## config.mk

```make
export PLATFORM = sky130hd
export DESIGN_NAME = stable_priority_queue
export DESIGN_NICKNAME = d
export VERILOG_FILES = /design/src/spq_pkg.sv /design/src/stable_priority_queue.sv /design/src/spq_cell.sv
export SDC_FILE = /design/constraint.sdc
export NUM_CORES = 2
export LEC_CHECK = 0
export BUFFER_PORTS_ARGS = -buffer_cell sky130_fd_sc_hd__buf_2
export CAP_MARGIN = 0
export CELL_PAD_IN_SITES_DETAIL_PLACEMENT = 1
export CELL_PAD_IN_SITES_GLOBAL_PLACEMENT = 2
export CORE_MARGIN = 3
export CORE_UTILIZATION = 45
export CTS_BUF_LIST = sky130_fd_sc_hd__clkbuf_2
export DETAILED_ROUTE_END_ITERATION = 8
export MAX_ROUTING_LAYER = met4
export PLACE_DENSITY_LB_ADDON = 0.1
export REMOVE_ABC_BUFFERS = 1
export SLEW_MARGIN = 40
export SYNTH_ARGS = -nofsm -noshare
export SYNTH_HDL_FRONTEND = slang
export SYNTH_HIERARCHICAL = 1
export SYNTH_SLANG_ARGS = --single-unit
```

## constraint.sdc

```tcl
create_clock -name clock -period 16 [get_ports clock]
set_input_delay 0 -clock clock [delete_from_list [all_inputs] [get_ports clock]]
set_output_delay 0 -clock clock [all_outputs]
set_load 0.01 [all_outputs]
```

## src/spq_pkg.sv

```systemverilog
package spq_pkg;

   localparam int PRIO_W = 31;
   localparam int TAG_W  = 16;
   localparam int OCC_W  = 5;
   localparam int HEAD_W = 32;

   localparam logic CMD_ENQUEUE = 1'b0;
   localparam logic CMD_DEQUEUE = 1'b1;

   localparam logic [1:0] STATUS_DONE  = 2'd0;
   localparam logic [1:0] STATUS_EMPTY = 2'd1;
   localparam logic [1:0] STATUS_FULL  = 2'd2;

   localparam logic signed [HEAD_W-1:0] HEAD_NONE = '1;

   typedef struct packed {
      logic [PRIO_W-1:0] prio;
      logic [TAG_W-1:0]  tag;
   } entry_type;

   typedef struct packed {
      logic insert;
      logic remove;
   } cell_ctrl_type;

endpackage

```

## src/stable_priority_queue.sv

```systemverilog
// Bounded priority queue held as a row of CAPACITY sorted cells.
// Request channel (req_): req_command selects enqueue or dequeue; an enqueue
// carries req_priority_req and req_payload. A transfer happens at a rising
// edge with req_valid high and req_stall low.
// Response channel (rsp_): one response per request, registered, presented
// in the cycle after the request transfer. It carries the removed tag, a status
// code, the occupancy, an empty flag and the head priority (-1 when empty).
// Each cell compares its entry with the incoming priority and takes the new
// entry, its left neighbour's or its right neighbour's in the same cycle, so
// one request is taken every cycle while req_stall is low, set by the single
// compare-and-shift step of the cell row.
// An enqueue into a full queue is dropped with status 2; a dequeue on an
// empty queue reports status 1 and a zero tag.
// Reset is synchronous and empties the queue; slot contents are not cleared,
// as only occupied slots are ever read.
// While the receiver stalls, the response holds and req_stall is raised, so
// no request is taken until the waiting response has been transferred.
module stable_priority_queue #(
   parameter int CAPACITY = 16
) (
   input  logic                               clock,
   input  logic                               reset,
   input  logic                               req_valid,
   output logic                               req_stall,
   input  logic                               req_command,
   input  logic [spq_pkg::PRIO_W-1:0]         req_priority_req,
   input  logic [spq_pkg::TAG_W-1:0]          req_payload,
   output logic                               rsp_valid,
   input  logic                               rsp_stall,
   output logic [spq_pkg::TAG_W-1:0]          rsp_payload_out,
   output logic [1:0]                         rsp_status,
   output logic [spq_pkg::OCC_W-1:0]          rsp_occupancy,
   output logic                               rsp_is_empty,
   output logic signed [spq_pkg::HEAD_W-1:0]  rsp_head_priority
);
   import spq_pkg::*;

   localparam int CNT_W = $clog2(CAPACITY + 1);

   logic [CNT_W-1:0] count_ff;
   logic [CNT_W-1:0] count_in;

   logic                      rsp_valid_ff;
   logic [TAG_W-1:0]          rsp_payload_out_ff;
   logic [1:0]                rsp_status_ff;
   logic [OCC_W-1:0]          rsp_occupancy_ff;
   logic                      rsp_is_empty_ff;
   logic signed [HEAD_W-1:0]  rsp_head_priority_ff;

   logic          accept;
   logic          full;
   logic          empty;
   cell_ctrl_type ctrl;
   entry_type     new_entry;
   logic [1:0]    status;
   logic [TAG_W-1:0] removed_tag;
   logic [CNT_W+OCC_W-1:0] count_ext;

   logic      gt         [CAPACITY];
   entry_type entry      [CAPACITY];
   entry_type entry_next [CAPACITY];

   assign req_stall = rsp_valid_ff && rsp_stall;
   assign accept    = req_valid && !req_stall;
   assign full      = (count_ff >= CNT_W'(CAPACITY));
   assign empty     = (count_ff == '0);
   assign new_entry = '{prio: req_priority_req, tag: req_payload};

   assign ctrl.insert = accept && (req_command == CMD_ENQUEUE) && !full;
   assign ctrl.remove = accept && (req_command == CMD_DEQUEUE) && !empty;

   for (genvar i = 0; i < CAPACITY; i++) begin : g_cell
      spq_cell u_cell (
         .clock       (clock),
         .ctrl        (ctrl),
         .occupied    (count_ff > CNT_W'(i)),
         .new_entry   (new_entry),
         .left_gt     ((i == 0) ? 1'b0 : gt[(i == 0) ? 0 : i - 1]),
         .left_entry  (entry[(i == 0) ? 0 : i - 1]),
         .right_entry (entry[(i == CAPACITY - 1) ? i : i + 1]),
         .gt          (gt[i]),
         .entry       (entry[i]),
         .entry_next  (entry_next[i])
      );
   end

   always_comb begin
      count_in = count_ff;
      if (ctrl.insert) begin
         count_in = count_ff + CNT_W'(1);
      end else if (ctrl.remove) begin
         count_in = count_ff - CNT_W'(1);
      end
   end

   always_comb begin
      status      = STATUS_DONE;
      removed_tag = '0;
      if (req_command == CMD_ENQUEUE) begin
         if (full) begin
            status = STATUS_FULL;
         end
      end else if (empty) begin
         status = STATUS_EMPTY;
      end else begin
         removed_tag = entry[0].tag;
      end
   end

   assign count_ext = {{OCC_W{1'b0}}, count_in};

   always_ff @(posedge clock) begin
      if (reset) begin
         count_ff     <= '0;
         rsp_valid_ff <= 1'b0;
      end else begin
         count_ff <= count_in;
         if (accept) begin
            rsp_valid_ff <= 1'b1;
         end else if (!rsp_stall) begin
            rsp_valid_ff <= 1'b0;
         end
      end
   end

   always_ff @(posedge clock) begin
      if (accept) begin
         rsp_payload_out_ff <= removed_tag;
         rsp_status_ff      <= status;
         rsp_occupancy_ff   <= count_ext[OCC_W-1:0];
         rsp_is_empty_ff    <= (count_in == '0);
         if (count_in == '0) begin
            rsp_head_priority_ff <= HEAD_NONE;
         end else begin
            rsp_head_priority_ff <= {1'b0, entry_next[0].prio};
         end
      end
   end

   assign rsp_valid         = rsp_valid_ff;
   assign rsp_payload_out   = rsp_payload_out_ff;
   assign rsp_status        = rsp_status_ff;
   assign rsp_occupancy     = rsp_occupancy_ff;
   assign rsp_is_empty      = rsp_is_empty_ff;
   assign rsp_head_priority = rsp_head_priority_ff;

endmodule

```

## src/spq_cell.sv

```systemverilog
module spq_cell (
   input  logic                  clock,
   input  spq_pkg::cell_ctrl_type ctrl,
   input  logic                  occupied,
   input  spq_pkg::entry_type    new_entry,
   input  logic                  left_gt,
   input  spq_pkg::entry_type    left_entry,
   input  spq_pkg::entry_type    right_entry,
   output logic                  gt,
   output spq_pkg::entry_type    entry,
   output spq_pkg::entry_type    entry_next
);
   import spq_pkg::*;

   entry_type entry_ff;
   entry_type entry_in;

   // The incoming entry goes in front of this one only when this slot is free
   // or holds a strictly larger priority, which keeps equal priorities in order.
   assign gt = !(occupied && (entry_ff.prio <= new_entry.prio));

   always_comb begin
      entry_in = entry_ff;
      if (ctrl.insert) begin
         if (gt) begin
            entry_in = left_gt ? left_entry : new_entry;
         end
      end else if (ctrl.remove) begin
         entry_in = right_entry;
      end
   end

   always_ff @(posedge clock) begin
      entry_ff <= entry_in;
   end

   assign entry      = entry_ff;
   assign entry_next = entry_in;

endmodule

```

### Yosys cells after proc, flatten, opt, wreduce, memory -nomap -nowiden

Cells that the tools add are included.
W data, S select, Z words.

| storage, ports and cells | value |
|---|---|
| bits in registers | 814 |
| output and inout port bits | 58 |
| input port bits | 52 |

| cells by class | value |
|---|---|
| add/subtract/negate cells | 2 |
| magnitude comparators | 33 |
| muxes and demuxes | 68 |
| bitwise gates (word level) | 2 |
| reduce and logical (&&, ||, !) cells | 45 |
| eq/ne operators | 16 |

Operator list:

| kind | count |
|---|---|
| $mux W47 | 60 |
| $le A31 B31 Y1 | 16 |
| $gt A5 B4 Y1 const B | 8 |
| $mux W32 | 1 |
| $reduce_and A2 Y1 | 16 |
| $ne A2 B2 Y1 const B | 15 |
| $logic_and A1 B1 Y1 | 22 |
| $gt A5 B3 Y1 const B | 4 |
| $gt A5 B1 Y1 const B | 2 |
| $gt A5 B2 Y1 const B | 2 |
| $logic_not A5 Y1 | 2 |
| $mux W5 | 2 |
| $add A5 B1 Y5 const B | 1 |
| $ge A5 B5 Y1 const B | 1 |
| $sub A5 B1 Y5 const B | 1 |
| $mux W2 | 2 |
| $logic_not A1 Y1 | 3 |
| $mux W1 | 3 |
| $ne A2 B1 Y1 const B | 1 |
| $not A1 Y1 | 2 |
| $reduce_bool A2 Y1 | 1 |
| $reduce_or A2 Y1 | 1 |

### Logic depth before layout (Yosys ltp)

| logic depth | value |
|---|---|
| depth after elaboration | 9 |
| gate-level depth with buffers | 16 |

### Modules after synthesis

The synthesis kept the hierarchy.

By module, submodules not included:

| module | times used | seq. area each (um^2) | area an instance (um^2) | cells an instance |
|---|---|---|---|---|
| spq_cell at g_cell[0].u_cell ... | 14 | 940.9 | 4335.4 | 482 |
| spq_cell at g_cell[13].u_cell | 1 | 940.9 | 4046.4 | 489 |
| spq_cell at g_cell[6].u_cell | 1 | 940.9 | 3732.3 | 432 |
| stable_priority_queue | 1 | 1771.7 | 2882.8 | 215 |

### Least setup slack after synthesis

No wires, ideal clock.

| timing path | value |
|---|---|
| path type | reg-to-reg |
| from | register rsp_valid_ff (netlist: rsp_valid) |
| to | register rsp_head_priority_ff[17] (netlist: rsp_head_priority[17]), data pin |
| slack | 9564 ps |
| setup time | 148 ps |
| arrival | 6287 ps |
| clock period less this slack | 6436 ps |
| buffers on the path | 3 |
| cell stages (with the launch flop) | 9 |
| cell sequence | dfxtp_1 a21bo_1 clkbuf_1 nor3_1 buf_4 dlygate4sd3_1 o41ai_2 o22ai_1 o21bai_1 |

RTL lines:

| element | line | RTL |
|---|---|---|
| from (decl) | stable_priority_queue.sv:43 | `logic rsp_valid_ff;` |
| from (signal assigned) | stable_priority_queue.sv:115 | `rsp_valid_ff <= 1'b0;` |
| from (signal assigned) | stable_priority_queue.sv:119 | `rsp_valid_ff <= 1'b1;` |
| from (signal assigned) | stable_priority_queue.sv:121 | `rsp_valid_ff <= 1'b0;` |
| to (signal assigned) | stable_priority_queue.sv:135 | `rsp_head_priority_ff <= {1'b0, entry_next[0].prio};` |
| to (decl) | stable_priority_queue.sv:48 | `logic signed [HEAD_W-1:0] rsp_head_priority_ff;` |

==> reports/summary.txt <==
first-pass GRT wire length = 425000 um
Max Fclk = 0.163 GHz
clock transition at the registers of the reported paths = 0.13 ns
routed wire length = 284000 um
Max transition margin = 20.1%
via count = 67500
DR vias/cell = 6.66
critical path endpoint category = flop
Resized cells post-CTS = 0
fin crit share = 38.4%
# H-tree levels = 4
Critical Path Start Type = input pin
WS Path Type = input pin to flop
PortBufs = 109
Total Routing Usage GR = 34.3%
grt total ovfl = 0
antenna violations before repair = 12
layout cell share with drive strength beyond 1 = 21.3%
Clock Path Buffers = 3
Core Region = 157000 sq um
Initial Utilization = 45.5%
CTS Buf Count = 239
post-route cell area = 76400 sq um
Peak VDD IR = 0.0918 mV
DR iter-0 viols = 6248
setup tns final = 0 ns
die height = 404 um
Top delay family on crit path = buffers and inverters
CTS Hold Bufs = 248
Final setup viols = 0
largest net degree at the start of global routing = 177
Netlist Area Pre-Place = 71400 sq um
DRC = 0
post-CTS setup buffer count = 0
clock insertion delay at the later pin of the skew report = 1.80 ns
status = finished, final reports clean
Bufs and invs on worst path = 11
pwr dens = 180 nW/um^2
Nets = 8432
register area = 16800 sq um
die width = 404 um
fillers = 18200
CP max stage delay = 1.27 ns
clk_skew = 0.108 ns
area grow syn2layout = 7.02%
Post-Syn Instances = 7883
Tmin final = 6.15 ns
Slew Viols, Final = 0
Hold Violations, Final = 0
wire length per cell = 28.0 um
RSZ-0062 raised after global routing = false
Die ar. = 163000 sq um
Synthesis Warnings = 6
Worst Max-Slew Pin Slew = 1.20 ns
Leak Pwr = 29.4 nW
critical-path cell list = dlygate4sd3_1 > buf_2 > dlygate4sd3_1 > buf_4 > dlygate4sd3_1 > inv_1 > ha_1 > nand4_2 > nor4_4 > dlygate4sd3_1 > o211a_2 > buf_4 > nor2_1 > nand2_2 > buf_6 > nor2b_1 > a211oi_1 > dlygate4sd3_1 > a221oi_1 > dlygate4sd3_1
first-pass iteration count of the detailed router = 5
Post-DP HPWL = 182000 um
RePlAce Congestion = 0.860
vias in the first global route = 65600
Worst EP required = 17.68 ns
MaxCap Viol Count = 0
CTS tree = done
most frequent CP cell = dlygate4sd3_1
Max Fanout on Critical Path = 92
CTS root buffer = clkbuf_2
total clock sinks = 813
most frequent cells in the layout = dfxtp_1, mux2i_1, a31oi_1, o22ai_1, nand2_1
area occupied by multi-input gates = 47700 sq um
CP Data Arrival Time = 7.82 ns
DP Area = 71400 sq um
commonest non-fill, non-tap cell in the layout = dfxtp_1
Hold Path Class = input pin to flop
Crit-path slowest cell = dlygate4sd3_1
row cnt = 145
post-route ant nets = 0
Top Ports = 110
Mean Syn Cell Area = 9.05 sq um
-- cell type report --
class | instances | share of cell area, %
Sequential cell | 813 | 22.0
Antenna cell | 16 | 0.0524
Multi-Input combinational cell | 5684 | 62.5
Tap cell | 2058 | 3.37
Inverter | 599 | 2.95
Clock buffer | 344 | 2.25
Timing Repair Buffer | 542 | 6.34
Clock inverter | 74 | 0.505
-- per-layer routing --
metal	vias up	track usage (%)	wire length, um
met5	-	-	0
met4	0	12.2	10100
met3	459	5.57	21700
met2	2386	46.7	116000
met1	33900	50.4	136000
li1	30800	-	-
-- metrics by stage --
step	setup WS, ns	power, mW	hold slack [ns]	utilization [%]	instances
2_1_floorplan	-122.17	12.4	0.0716	-	7096
3_3_place_gp	10.79	11.4	0.232	45.4	9424
3_5_place_dp	11.20	11.6	0.247	45.5	9429
4_1_cts	9.99	13.5	0.000176	48.5	10100
5_1_grt	9.78	14.7	0.0305	48.7	10100
6_report	9.85	13.7	0.190	48.7	10100
-- state kept, by name, indices dropped and copies added (netlist names) --
register / flops
g_cell.u_cell/entry: 752
rsp_head_priority: 31
rsp_payload_out: 16
count_ff: 5
rsp_occupancy: 5
rsp_status: 2
rsp_is_empty: 1
rsp_valid: 1
-- worst register-to-register path: stages (launching register included) --
cell	delay, ns
dfxtp_1	0.50
ha_1	0.32
nand4_1	0.10
dlygate4sd3_1	0.60
nor4_4	0.04
dlygate4sd3_1	0.63
nand3_2	0.19
o211a_2	0.20
buf_4	0.63
nor2_1	0.20
nand2_2	0.11
buf_4	0.27
buf_12	0.30
mux2_2	0.41
a31oi_1	0.15
dlygate4sd3_1	0.57
o22ai_1	0.08
dlygate4sd3_1	0.58
-- final timing paths --
check                                  start                          to  slack, ns  depth (start not counted)
hold / removal                   req_command          rsp_payload_out[0]       0.19                          5
hold reg to reg   g_cell[6].u_cell/entry[38]  g_cell[6].u_cell/entry[38]       0.56                          2
setup reg to reg  g_cell[2].u_cell/entry[34]   g_cell[3].u_cell/entry[0]      10.06                         17
setup / recovery        req_priority_req[24]  g_cell[13].u_cell/entry[0]       9.85                         20
-- report_power, final --
| part | internal [mW] | total, mW | switching [mW] |
|---|---|---|---|
| combinational | 2.97 | 7.33 | 4.36 |
| sequential | 3.02 | 4.73 | 1.71 |
| clock | 0.616 | 1.67 | 1.05 |
| total | 6.61 | 13.7 | 7.12 |
No activity file was read; power rests on OpenSTA's default activity.
